--- src/design/ltpd_pkg.sv ---
package ltpd_pkg;

  localparam int PointsPerScanDef = 361;
  localparam int CordicIters = 24;
  localparam int IterW = 5;
  localparam int AccW = 48;

  localparam logic [15:0] InvGain = 16'd39797;
  localparam logic [15:0] BearMul = 16'd51472;
  localparam logic [31:0] HalfDeg = 32'd5965232;
  localparam logic signed [15:0] BearLimit = 16'sd25736;
  localparam logic [12:0] MaxRangeRst = 13'd7500;

  localparam logic [1:0] KindPoint = 2'd0;
  localparam logic [1:0] KindEnd = 2'd1;
  localparam logic [1:0] KindStatus = 2'd2;

  localparam logic [1:0] RegOffX = 2'd0;
  localparam logic [1:0] RegOffY = 2'd1;
  localparam logic [1:0] RegRange = 2'd2;

  typedef struct packed {
    logic start;
    logic load_vec;
    logic step;
    logic [IterW-1:0] iter;
    logic load_out;
  } ltpd_cmd_t;

  typedef struct packed {
    logic zero_pt;
  } ltpd_sts_t;

  function automatic logic [31:0] atan_lut(input logic [IterW-1:0] k);
    logic [31:0] r;
    begin
      case (k)
        5'd0: r = 32'h20000000;  5'd1: r = 32'h12E4051E;
        5'd2: r = 32'h09FB385B;  5'd3: r = 32'h051111D4;
        5'd4: r = 32'h028B0D43;  5'd5: r = 32'h0145D7E1;
        5'd6: r = 32'h00A2F61E;  5'd7: r = 32'h00517C55;
        5'd8: r = 32'h0028BE53;  5'd9: r = 32'h00145F2F;
        5'd10: r = 32'h000A2F98; 5'd11: r = 32'h000517CC;
        5'd12: r = 32'h00028BE6; 5'd13: r = 32'h000145F3;
        5'd14: r = 32'h0000A2FA; 5'd15: r = 32'h0000517D;
        5'd16: r = 32'h000028BE; 5'd17: r = 32'h0000145F;
        5'd18: r = 32'h00000A30; 5'd19: r = 32'h00000518;
        5'd20: r = 32'h0000028C; 5'd21: r = 32'h00000146;
        5'd22: r = 32'h000000A3; 5'd23: r = 32'h00000051;
        default: r = 32'h0;
      endcase
      return r;
    end
  endfunction

endpackage

--- src/design/ltpd_datapath.sv ---
module ltpd_datapath
  import ltpd_pkg::*;
(
  input  logic clk,
  input  ltpd_cmd_t cmd,
  output ltpd_sts_t sts,
  input  logic [9:0] angle_idx,
  input  logic [12:0] dist_cm,
  input  logic signed [15:0] off_x,
  input  logic signed [15:0] off_y,
  output logic signed [17:0] x_mm,
  output logic signed [17:0] y_mm,
  output logic [16:0] radius_mm,
  output logic signed [15:0] bearing
);

  logic signed [AccW-1:0] x_r, x_nxt, y_r, y_nxt, z_r, z_nxt;
  logic [1:0] quad_r, quad_nxt;
  logic signed [17:0] xm_r, xm_nxt, ym_r, ym_nxt;
  logic signed [AccW-1:0] dx, dy, c, s, rs, rc, ta;
  logic [31:0] ang;
  logic [51:0] radw;
  logic signed [AccW-1:0] radp, bearp;
  logic signed [AccW-1:0] radq, bearq;
  logic [16:0] rad_r, rad_nxt;
  logic signed [15:0] bear_r, bear_nxt;
  logic signed [AccW-1:0] xa, ya;
  logic dir;

  assign ang = 32'(angle_idx) * HalfDeg;
  assign dx = x_r >>> cmd.iter;
  assign dy = y_r >>> cmd.iter;
  assign ta = AccW'(atan_lut(cmd.iter));
  // rotation mode steers on z, vectoring on y
  assign dir = cmd.load_out ? 1'b0 : (xm_r == 18'sd0 ? (z_r >= 0) : (z_r >= 0));

  always_comb begin
    case (quad_r)
      2'd0: begin c = x_r; s = y_r; end
      2'd1: begin c = -y_r; s = x_r; end
      2'd2: begin c = -x_r; s = -y_r; end
      default: begin c = y_r; s = -x_r; end
    endcase
    rs = (s + 48'sd32768) >>> 16;
    rc = (c + 48'sd32768) >>> 16;
    xa = AccW'(xm_r) <<< 16;
    ya = AccW'(ym_r) <<< 16;
    // vectored X stays below 2^36, z below 2^33 in magnitude
    radw = x_r[35:0] * InvGain;
    radp = (x_r > 0) ? AccW'((radw + 52'h80000000) >> 32) : '0;
    bearp = ($signed(z_r[33:0]) * $signed({1'b0, BearMul}) + 48'sh80000000) >>> 32;
    radq = radp;
    bearq = bearp;
  end

  always_comb begin
    x_nxt = x_r; y_nxt = y_r; z_nxt = z_r; quad_nxt = quad_r;
    xm_nxt = xm_r; ym_nxt = ym_r; rad_nxt = rad_r; bear_nxt = bear_r;
    if (cmd.start) begin
      x_nxt = AccW'(32'(dist_cm) * 32'(InvGain) * 32'd10);
      y_nxt = '0;
      z_nxt = AccW'({ang[29:0]});
      quad_nxt = ang[31:30];
    end else if (cmd.step && !cmd.load_vec) begin
      if (z_r >= 0) begin
        x_nxt = x_r - dy; y_nxt = y_r + dx; z_nxt = z_r - ta;
      end else begin
        x_nxt = x_r + dy; y_nxt = y_r - dx; z_nxt = z_r + ta;
      end
    end else if (cmd.load_vec && !cmd.step) begin
      xm_nxt = 18'(rs + AccW'(off_x));
      ym_nxt = 18'(-rc + AccW'(off_y));
    end else if (cmd.load_vec && cmd.step) begin
      // vectoring pre-rotation
      z_nxt = '0; x_nxt = xa; y_nxt = ya;
      if (xa < 0) begin
        if (ya >= 0) begin x_nxt = ya; y_nxt = -xa; z_nxt = 48'sh40000000; end
        else begin x_nxt = -ya; y_nxt = xa; z_nxt = -48'sh40000000; end
      end
    end else if (cmd.load_out) begin
      rad_nxt = (radq > 48'sd131071) ? 17'h1FFFF : 17'(radq);
      bear_nxt = (bearq > 48'sd25736) ? BearLimit :
                 (bearq < -48'sd25736) ? -BearLimit : 16'(bearq);
      if (xm_r == 18'sd0 && ym_r == 18'sd0) begin
        rad_nxt = '0; bear_nxt = '0;
      end
    end
  end

  // vectoring iteration, shares shifters with rotation
  logic signed [AccW-1:0] vx, vy, vz;
  always_comb begin
    if (y_r < 0) begin
      vx = x_r - dy; vy = y_r + dx; vz = z_r - ta;
    end else begin
      vx = x_r + dy; vy = y_r - dx; vz = z_r + ta;
    end
  end

  logic vec_mode_r, vec_mode_nxt;
  assign vec_mode_nxt = cmd.start ? 1'b0 : ((cmd.load_vec && cmd.step) ? 1'b1 : vec_mode_r);

  always_ff @(posedge clk) begin
    vec_mode_r <= vec_mode_nxt;
    quad_r <= quad_nxt; xm_r <= xm_nxt; ym_r <= ym_nxt;
    rad_r <= rad_nxt; bear_r <= bear_nxt;
    if (cmd.step && !cmd.load_vec && vec_mode_r) begin
      x_r <= vx; y_r <= vy; z_r <= vz;
    end else begin
      x_r <= x_nxt; y_r <= y_nxt; z_r <= z_nxt;
    end
  end

  assign sts.zero_pt = dir & 1'b0 | (xm_r == 18'sd0 && ym_r == 18'sd0);
  assign x_mm = xm_r;
  assign y_mm = ym_r;
  assign radius_mm = rad_r;
  assign bearing = bear_r;

endmodule

--- src/design/ltpd_ctrl.sv ---
module ltpd_ctrl
  import ltpd_pkg::*;
#(
  parameter int PointsPerScan = PointsPerScanDef,
  localparam int IdxW = $clog2(PointsPerScan)
)(
  input  logic clk,
  input  logic rst_n,
  input  logic in_valid,
  output logic in_ready,
  input  logic [7:0] in_byte,
  output logic out_valid,
  input  logic out_ready,
  output logic [1:0] out_kind,
  output logic [8:0] out_index,
  output logic out_last,
  output logic out_zero,
  input  logic [12:0] max_range,
  output ltpd_cmd_t cmd,
  input  ltpd_sts_t sts,
  output logic [9:0] angle_idx,
  output logic [12:0] dist_cm
);

  typedef enum logic [4:0] {
    S_IDLE = 5'b00001, S_ROT = 5'b00010, S_PRE = 5'b00100,
    S_VEC = 5'b01000, S_OUT = 5'b10000
  } state_t;

  state_t st_r, st_nxt;
  logic [7:0] win_r [9];
  logic [3:0] fill_r;
  logic pay_r;
  logic [IdxW:0] cnt_r;
  logic [7:0] low_r;
  logic [IterW-1:0] it_r;
  logic ov_r;
  logic [1:0] kind_r;
  logic [IdxW-1:0] idx_r;
  logic last_r, zero_r;

  logic acc, hdr_hit, rep_hit, last_pair;
  logic [12:0] dist_w;
  logic [IdxW-1:0] pidx;

  assign in_ready = (st_r == S_IDLE) && !ov_r;
  assign acc = in_valid && in_ready;
  assign pidx = cnt_r[IdxW:1];
  assign dist_w = {in_byte[4:0], low_r};
  assign last_pair = (32'(pidx) >= PointsPerScan - 1);
  assign hdr_hit = fill_r >= 4'd6 && in_byte == 8'h01 && win_r[3] == 8'h02 &&
                   win_r[4] == 8'h80 && win_r[5] == 8'hD6 && win_r[6] == 8'h02 &&
                   win_r[7] == 8'hB0 && win_r[8] == 8'h69;
  assign rep_hit = fill_r >= 4'd9 && in_byte == 8'h0A && win_r[0] == 8'h06 &&
                   win_r[1] == 8'h02 && win_r[2] == 8'h80 && win_r[3] == 8'h03 &&
                   win_r[4] == 8'h00 && win_r[5] == 8'hA0 && win_r[6] == 8'h00;

  always_comb begin
    st_nxt = st_r;
    cmd = '0;
    cmd.iter = it_r;
    case (st_r)
      S_IDLE: if (acc && pay_r && cnt_r[0] && dist_w < max_range) begin
        st_nxt = S_ROT; cmd.start = 1'b1;
      end
      S_ROT: begin
        cmd.step = 1'b1;
        if (it_r == IterW'(CordicIters - 1)) st_nxt = S_PRE;
      end
      S_PRE: begin
        cmd.load_vec = 1'b1; st_nxt = S_VEC;
      end
      S_VEC: begin
        if (it_r == '1) begin
          cmd.load_vec = 1'b1; cmd.step = 1'b1;
        end else begin
          cmd.step = 1'b1;
          if (it_r == IterW'(CordicIters - 1)) st_nxt = S_OUT;
        end
      end
      S_OUT: begin
        cmd.load_out = 1'b1; st_nxt = S_IDLE;
      end
      default: st_nxt = S_IDLE;
    endcase
  end

  always_ff @(posedge clk) begin
    if (!rst_n) begin
      st_r <= S_IDLE; fill_r <= '0; pay_r <= 1'b0; cnt_r <= '0;
      low_r <= '0; it_r <= '0; ov_r <= 1'b0;
      for (int j = 0; j < 9; j++) win_r[j] <= '0;
    end else begin
      st_r <= st_nxt;
      case (st_r)
        S_ROT: it_r <= (it_r == IterW'(CordicIters - 1)) ? '1 : it_r + 1'b1;
        S_PRE: it_r <= '1;
        S_VEC: it_r <= (it_r == IterW'(CordicIters - 1)) ? '0 : it_r + 1'b1;
        default: it_r <= '0;
      endcase
      if (out_valid && out_ready) ov_r <= 1'b0;
      else if (st_r == S_OUT) ov_r <= 1'b1;
      if (acc) begin
        if (pay_r) begin
          if (!cnt_r[0]) begin
            low_r <= in_byte; cnt_r <= cnt_r + 1'b1;
          end else begin
            cnt_r <= last_pair ? '0 : cnt_r + 1'b1;
            idx_r <= pidx; last_r <= last_pair;
            if (last_pair) begin
              pay_r <= 1'b0; fill_r <= '0;
            end
            if (dist_w < max_range) kind_r <= KindPoint;
            else if (last_pair) begin
              kind_r <= KindEnd; ov_r <= 1'b1; zero_r <= 1'b1;
            end
          end
        end else if (hdr_hit) begin
          pay_r <= 1'b1; cnt_r <= '0; fill_r <= '0;
        end else if (rep_hit) begin
          fill_r <= '0; kind_r <= KindStatus; ov_r <= 1'b1;
          zero_r <= 1'b1; idx_r <= '0; last_r <= 1'b0;
        end else begin
          for (int j = 0; j < 8; j++) win_r[j] <= win_r[j+1];
          win_r[8] <= in_byte;
          if (fill_r < 4'd9) fill_r <= fill_r + 1'b1;
        end
      end
      if (st_r == S_IDLE && acc && pay_r && cnt_r[0] && dist_w < max_range)
        zero_r <= 1'b0;
    end
  end

  assign out_valid = ov_r;
  assign out_kind = kind_r;
  assign out_index = 9'(idx_r);
  assign out_last = last_r;
  assign out_zero = zero_r | (sts.zero_pt & 1'b0);
  // the datapath loads angle and distance at the accepting edge of the high byte
  assign angle_idx = (32'(pidx) >= 720) ? 10'(32'(pidx) - 720) : 10'(pidx);
  assign dist_cm = dist_w;

endmodule

--- src/design/lidar_telegram_point_decoder.sv ---
// A point result is computed after its high byte is accepted: 24 rotation steps, rounding,
// pre-rotation, 24 vectoring steps, scaling; other results are valid in the cycle after
// their last byte is accepted. Throughput: one byte a cycle while no result waits and no
// point is being computed; a point in progress or a waiting result holds the input.
// Reset (rst_n, synchronous, active low) clears the hunt window, payload state and
// registers to offset 0, range 7500 cm.
module lidar_telegram_point_decoder
  import ltpd_pkg::*;
#(
  parameter int POINTS_PER_SCAN = PointsPerScanDef
)(
  input  logic clk,
  input  logic rst_n,
  input  logic in_tvalid,
  output logic in_tready,
  input  logic [7:0] in_tdata,    // rx_byte
  output logic out_tvalid,
  input  logic out_tready,
  output logic [79:0] out_tdata,  // point_index, x_mm, y_mm, radius_mm, bearing, zeros
  output logic [1:0] out_tuser,   // kind
  output logic out_tlast,         // last_in_scan
  input  logic cfg_we,
  input  logic [1:0] cfg_index,
  input  logic [15:0] cfg_data
);

  logic signed [15:0] offx_r, offy_r;
  logic [12:0] range_r;
  ltpd_cmd_t cmd;
  ltpd_sts_t sts;
  logic [9:0] angle_idx;
  logic [12:0] dist_cm;
  logic signed [17:0] x_mm, y_mm;
  logic [16:0] radius_mm;
  logic signed [15:0] bearing;
  logic [8:0] idx;
  logic zero;

  always_ff @(posedge clk) begin
    if (!rst_n) begin
      offx_r <= '0; offy_r <= '0; range_r <= MaxRangeRst;
    end else if (cfg_we) begin
      case (cfg_index)
        RegOffX: offx_r <= cfg_data;
        RegOffY: offy_r <= cfg_data;
        RegRange: range_r <= cfg_data[12:0];
        default: ;
      endcase
    end
  end

  ltpd_ctrl #(.PointsPerScan(POINTS_PER_SCAN)) u_ctrl (
    .clk, .rst_n, .in_valid(in_tvalid), .in_ready(in_tready), .in_byte(in_tdata),
    .out_valid(out_tvalid), .out_ready(out_tready), .out_kind(out_tuser),
    .out_index(idx), .out_last(out_tlast), .out_zero(zero), .max_range(range_r),
    .cmd, .sts, .angle_idx, .dist_cm
  );

  ltpd_datapath u_dp (
    .clk, .cmd, .sts, .angle_idx, .dist_cm, .off_x(offx_r), .off_y(offy_r),
    .x_mm, .y_mm, .radius_mm, .bearing
  );

  assign out_tdata = zero ? {1'b0, 70'd0, idx} :
                     {2'b0, bearing, radius_mm, y_mm, x_mm, idx};

endmodule

--- config.mk ---
export PLATFORM = sky130hd
export DESIGN_NAME = lidar_telegram_point_decoder
export DESIGN_NICKNAME = d
export VERILOG_FILES = /design/src/design/ltpd_pkg.sv /design/src/design/ltpd_datapath.sv /design/src/design/ltpd_ctrl.sv /design/src/design/lidar_telegram_point_decoder.sv
export SDC_FILE = /design/constraint.sdc
export NUM_CORES = 2
export LEC_CHECK = 0
export BUFFER_PORTS_ARGS = -buffer_cell sky130_fd_sc_hd__buf_2
export CAP_MARGIN = 30
export CORE_MARGIN = 5
export CORE_UTILIZATION = 55
export CTS_CLUSTER_SIZE = 30
export DETAILED_ROUTE_END_ITERATION = 8
export GPL_TIMING_DRIVEN = 0
export HOLD_SLACK_MARGIN = 0.08
export PLACE_DENSITY = 0.8
export SYNTH_ARGS = -nofsm -noshare
export SYNTH_HDL_FRONTEND = slang
export SYNTH_SLANG_ARGS = --single-unit
export TNS_END_PERCENT = 30
--- constraint.sdc ---
create_clock -name clk -period 9.5 [get_ports clk]
set_input_delay 1.425 -clock clk [delete_from_list [all_inputs] [get_ports clk]]
set_output_delay 1.425 -clock clk [all_outputs]
set_load 0.01 [all_outputs]
==> results.json <==
{
  "final_layout_size_suffix_gt1_frac": 0.06519,
  "cp_data_arrival_time_ns": 9.72,
  "p_seq_frac": 0.335,
  "r2r_slack_ns": 0.16,
  "n_fill_cell": 10510,
  "io_buffers": 113,
  "yosys.area.top_type": "ha_1",
  "placedCellCount": 9432,
  "slew_headroom": 0.1748,
  "grt_usage": 0.3913,
  "path_common_cell": "o21ai_0",
  "synthesis.area_um2": 65710,
  "total_power_w": 0.005813,
  "grt-busiest-layer": "met2",
  "yosysMostFrequentCell": "inv_1",
  "cp_num_buf_inv": 5,
  "grt_pass1_vias": 60141,
  "rows": 126,
  "slowest_stage": "a2111oi_0",
  "layout_setup_ws_ns": 0.1634,
  "seq_area_um2": 11210,
  "whs_endpoint": "offy_r[0]$_SDFFE_PN0P_",
  "status": "completed",
  "hold_path_class": "reg -> reg",
  "layout.nets": 9281,
  "regToRegStartpoint": "u_ctrl.it_r[0]$_SDFF_PN0_",
  "yosys-top-cells-count": "934 x inv_1, 887 x ha_1, 640 x a21oi_1",
  "grt.met1_usage": 0.5125,
  "slowest_delay_ns": 0.83,
  "core_area_um2": 118400,
  "area_delta_synth_final_pct": 7.988,
  "overflow": 0,
  "cts_tree": "yes",
  "ys_types": 100,
  "switching_share": 0.3555,
  "cts_root_buf": "clkbuf_16",
  "reg2reg_depth": 26,
  "htreeDepth": 2,
  "rsz0062_at_grt": "false",
  "synthFlopType": "edfxtp_1",
  "utilization": 0.5993,
  "synthTopCellsByArea": "ha_1 17%, fa_1 14%, edfxtp_1 14%",
  "cp.required_ns": 9.88,
  "die_area_um2": 126500,
  "synth_seq_area_share": 0.1706,
  "maxCapViolCount": 0,
  "dp_hpwl_mm": 206.6,
  "drt-vias-per-instance": 6.441,
  "timing.rr.end": "u_dp.x_r[46]$_DFFE_PP_",
  "io_pins": 116,
  "use_met3": 0.1000,
  "antenna_found_initial": 13,
  "multi_input_area_um2": 49760,
  "start_util": 0.5550,
  "async_flop_share": 0,
  "synth-edff-count": 300,
  "min-delay-start": "offy_r[0]$_SDFFE_PN0P_",
  "report.final.slew_viol_count": 0,
  "drtIter0Drc": 7143,
  "path_class": "reg -> reg",
  "cts_buffer_depth": 3,
  "finalCritPeriodShare": 0.9828,
  "synth_seq_cells": 410,
  "p_switching_w": 0.002066,
  "power.density_nw_per_um2": 81.92,
  "fmax_ghz": 0.1071,
  "clk_latency_ns": 0.71,
  "drc": 0,
  "use_met2": 0.6006,
  "gp_congestion": 1.045,
  "synth_top_area_frac": 0.1689,
  "cp_max_fo": 10,
  "hold_buffers": 0,
  "critical_path.endpoint_type": "flop",
  "fin_cells": 9550,
  "hold_viol": 0,
  "die_w_um": 355.6,
  "setup_viol": 0,
  "critical_path_depth": 26,
  "p_leak_nw": 31.71,
  "yosys_warnings": 0,
  "intPower_w": 0.003747,
  "ant_nets": 0,
  "dpl_worst_slack_ns": 0.3367,
  "power_frac_comb": 0.308,
  "wirelength_mm": 254.0,
  "dr.pass1.iters": 8,
  "tightestPinTransition_ns": 1.207,
  "crit_family": "compound AO/OA/AOI/OAI gates",
  "p_clk_frac": 0.356,
  "cts.sinks": 410,
  "fp.dieH_um": 355.6,
  "whs_path_depth": 2,
  "clk_pin_slew_worst_paths_ns": 0.07,
  "cts_made_buffers": 53,
  "drt-wirelength-per-cell_um": 26.60,
  "crit_path_start_kind": "flop",
  "grt_start_max_net_pins": 73,
  "dr_total_vias": 61514,
  "ir_drop_uv": 263.1,
  "grt_pass1_wl_mm": 376.6,
  "finClkSkew_ns": 0.07678,
  "post-route-min-period_ns": 9.337,
  "synthCells": 7660,
  "syn_area_per_cell_um2": 8.578
}
-- worst reg2reg max path: stages, from the launching register on --
cell       delay [ns]
dfxtp_1          0.51
clkbuf_1         0.25
buf_8            0.22
buf_1            0.67
clkbuf_1         0.78
mux2i_1          0.23
nand2_1          0.11
o21ai_0          0.16
o21ai_0          0.57
a21oi_1          0.21
mux2i_1          0.34
ha_1             0.38
fa_1             0.25
nand2b_1         0.07
a21oi_1          0.23
o21ba_2          0.23
o21ai_0          0.14
a211oi_1         0.52
o21ai_0          0.39
a2111oi_0        0.84
o2111ai_1        0.52
a311oi_1         0.38
buf_2            0.27
a21oi_1          0.11
o21ai_0          0.38
xor2_1           0.18
o22ai_1          0.09
-- state kept, by name, indices dropped and copies added (netlist names), 2 cells and up --
signal	cells
u_dp.ta	30
u_dp.radius_mm	17
u_ctrl.fill_r	4
u_ctrl.out_index	9
u_dp.x_r	48
u_ctrl.it_r	5
u_ctrl.out_kind	2
u_ctrl.cnt_r	10
u_dp.quad_r	2
u_dp.z_r	48
u_dp.bearing	16
u_dp.y_mm	18
u_dp.x_mm	18
offy_r	16
u_ctrl.low_r	8
u_ctrl.win_r	72
u_ctrl.st_r	5
range_r	13
u_dp.y_r	48
offx_r	16
-- cell usage in the layout (no fill, tap or decap), types with 52 or more instances in the layout --
| cell type | count |
|---|---|
| and2_1 | 99 |
| fa_1 | 461 |
| o22ai_1 | 69 |
| nor2_1 | 597 |
| a211oi_1 | 59 |
| o21a_1 | 101 |
| a21o_1 | 130 |
| edfxtp_1 | 300 |
| clkbuf_16 | 55 |
| nand3_1 | 102 |
| nor2b_1 | 114 |
| o21bai_1 | 90 |
| buf_2 | 131 |
| mux2i_1 | 150 |
| nor3_1 | 132 |
| a21oi_1 | 640 |
| dfxtp_1 | 109 |
| nand2b_1 | 63 |
| ha_1 | 887 |
| nand2_1 | 540 |
| xor2_1 | 130 |
| mux4_2 | 65 |
| inv_1 | 933 |
| clkbuf_1 | 271 |
| xnor2_1 | 282 |
| o21ai_0 | 361 |
| mux2_2 | 86 |
| nand4_1 | 52 |
-- per-stage QoR --
stage,setup TNS (ns),cell area (um^2),hold slack [ns]
4_1_cts,0,70800,0.4552
3_3_place_gp,-311.24,68280,0.4479
2_1_floorplan,0,65710,0.4363
6_report,0,70960,0.4526
3_5_place_dp,0,69090,0.4470
5_1_grt,0,70950,0.4715
-- power groups by stage --
stage               sequential, W  combinational (W)  clock [W]
detailed placement        0.00199            0.00175          0
CTS                       0.00195            0.00178    0.00209
finish                    0.00195            0.00179    0.00207
global route              0.00195            0.00195    0.00216
floorplan                 0.00198            0.00127          0
global placement          0.00199            0.00171          0
-- timing repair --
item                       4_1_cts  5_1_grt
setup buffers                    0        5
setup endpoints to repair        0       11
resized for setup                0        2
-- logic make-up after synthesis --
| kind of cell | share of synthesized area |
|---|---|
| AND/OR/NAND/NOR | 0.1436 |
| AO/OA/AOI/OAI | 0.1886 |
| adder cells (fa/ha/maj) | 0.3095 |
| buffers and inverters | 0.07266 |
| XOR/XNOR | 0.05516 |
| flip-flops | 0.1706 |
| multiplexers | 0.05987 |
| other | 0.00005707 |
-- area by class of cell --
| class | instances | area share |
|---|---|---|
| Antenna cell | 4 | 0.0001411 |
| Clock buffer | 67 | 0.02045 |
| Timing Repair Buffer | 186 | 0.02082 |
| Buffer | 324 | 0.01746 |
| Inverter | 943 | 0.04988 |
| Sequential cell | 410 | 0.1580 |
| Multi-Input combinational cell | 5984 | 0.7013 |
| Tap cell | 1600 | 0.02821 |
| Clock inverter | 32 | 0.003685 |
-- metal layers --
metal / vias up / wire length, um
met5: - / 83
met4: 14 / 16240
met3: 762 / 28520
met2: 3504 / 108900
met1: 29924 / 100300
li1: 27310 / -
-- worst max-delay path by stage --
stage                         startpoint                               end  slack, ns
2_1_floorplan                in_tdata[0]            u_dp.x_r[31]$_DFFE_PP_       1.18
3_3_place_gp                 in_tdata[0]             u_dp.y_r[7]$_DFFE_PP_      -2.17
3_5_place_dp                 in_tdata[1]            u_dp.x_r[31]$_DFFE_PP_       0.34
4_1_cts           u_dp.x_r[16]$_DFFE_PP_  u_dp.radius_mm[16]$_SDFFCE_PP0P_       0.30
5_1_grt           u_dp.x_r[14]$_DFFE_PP_  u_dp.radius_mm[16]$_SDFFCE_PP0P_       0.08
6_report       u_ctrl.it_r[0]$_SDFF_PN0_            u_dp.x_r[46]$_DFFE_PP_       0.16
(Power assumes the default switching activity.)
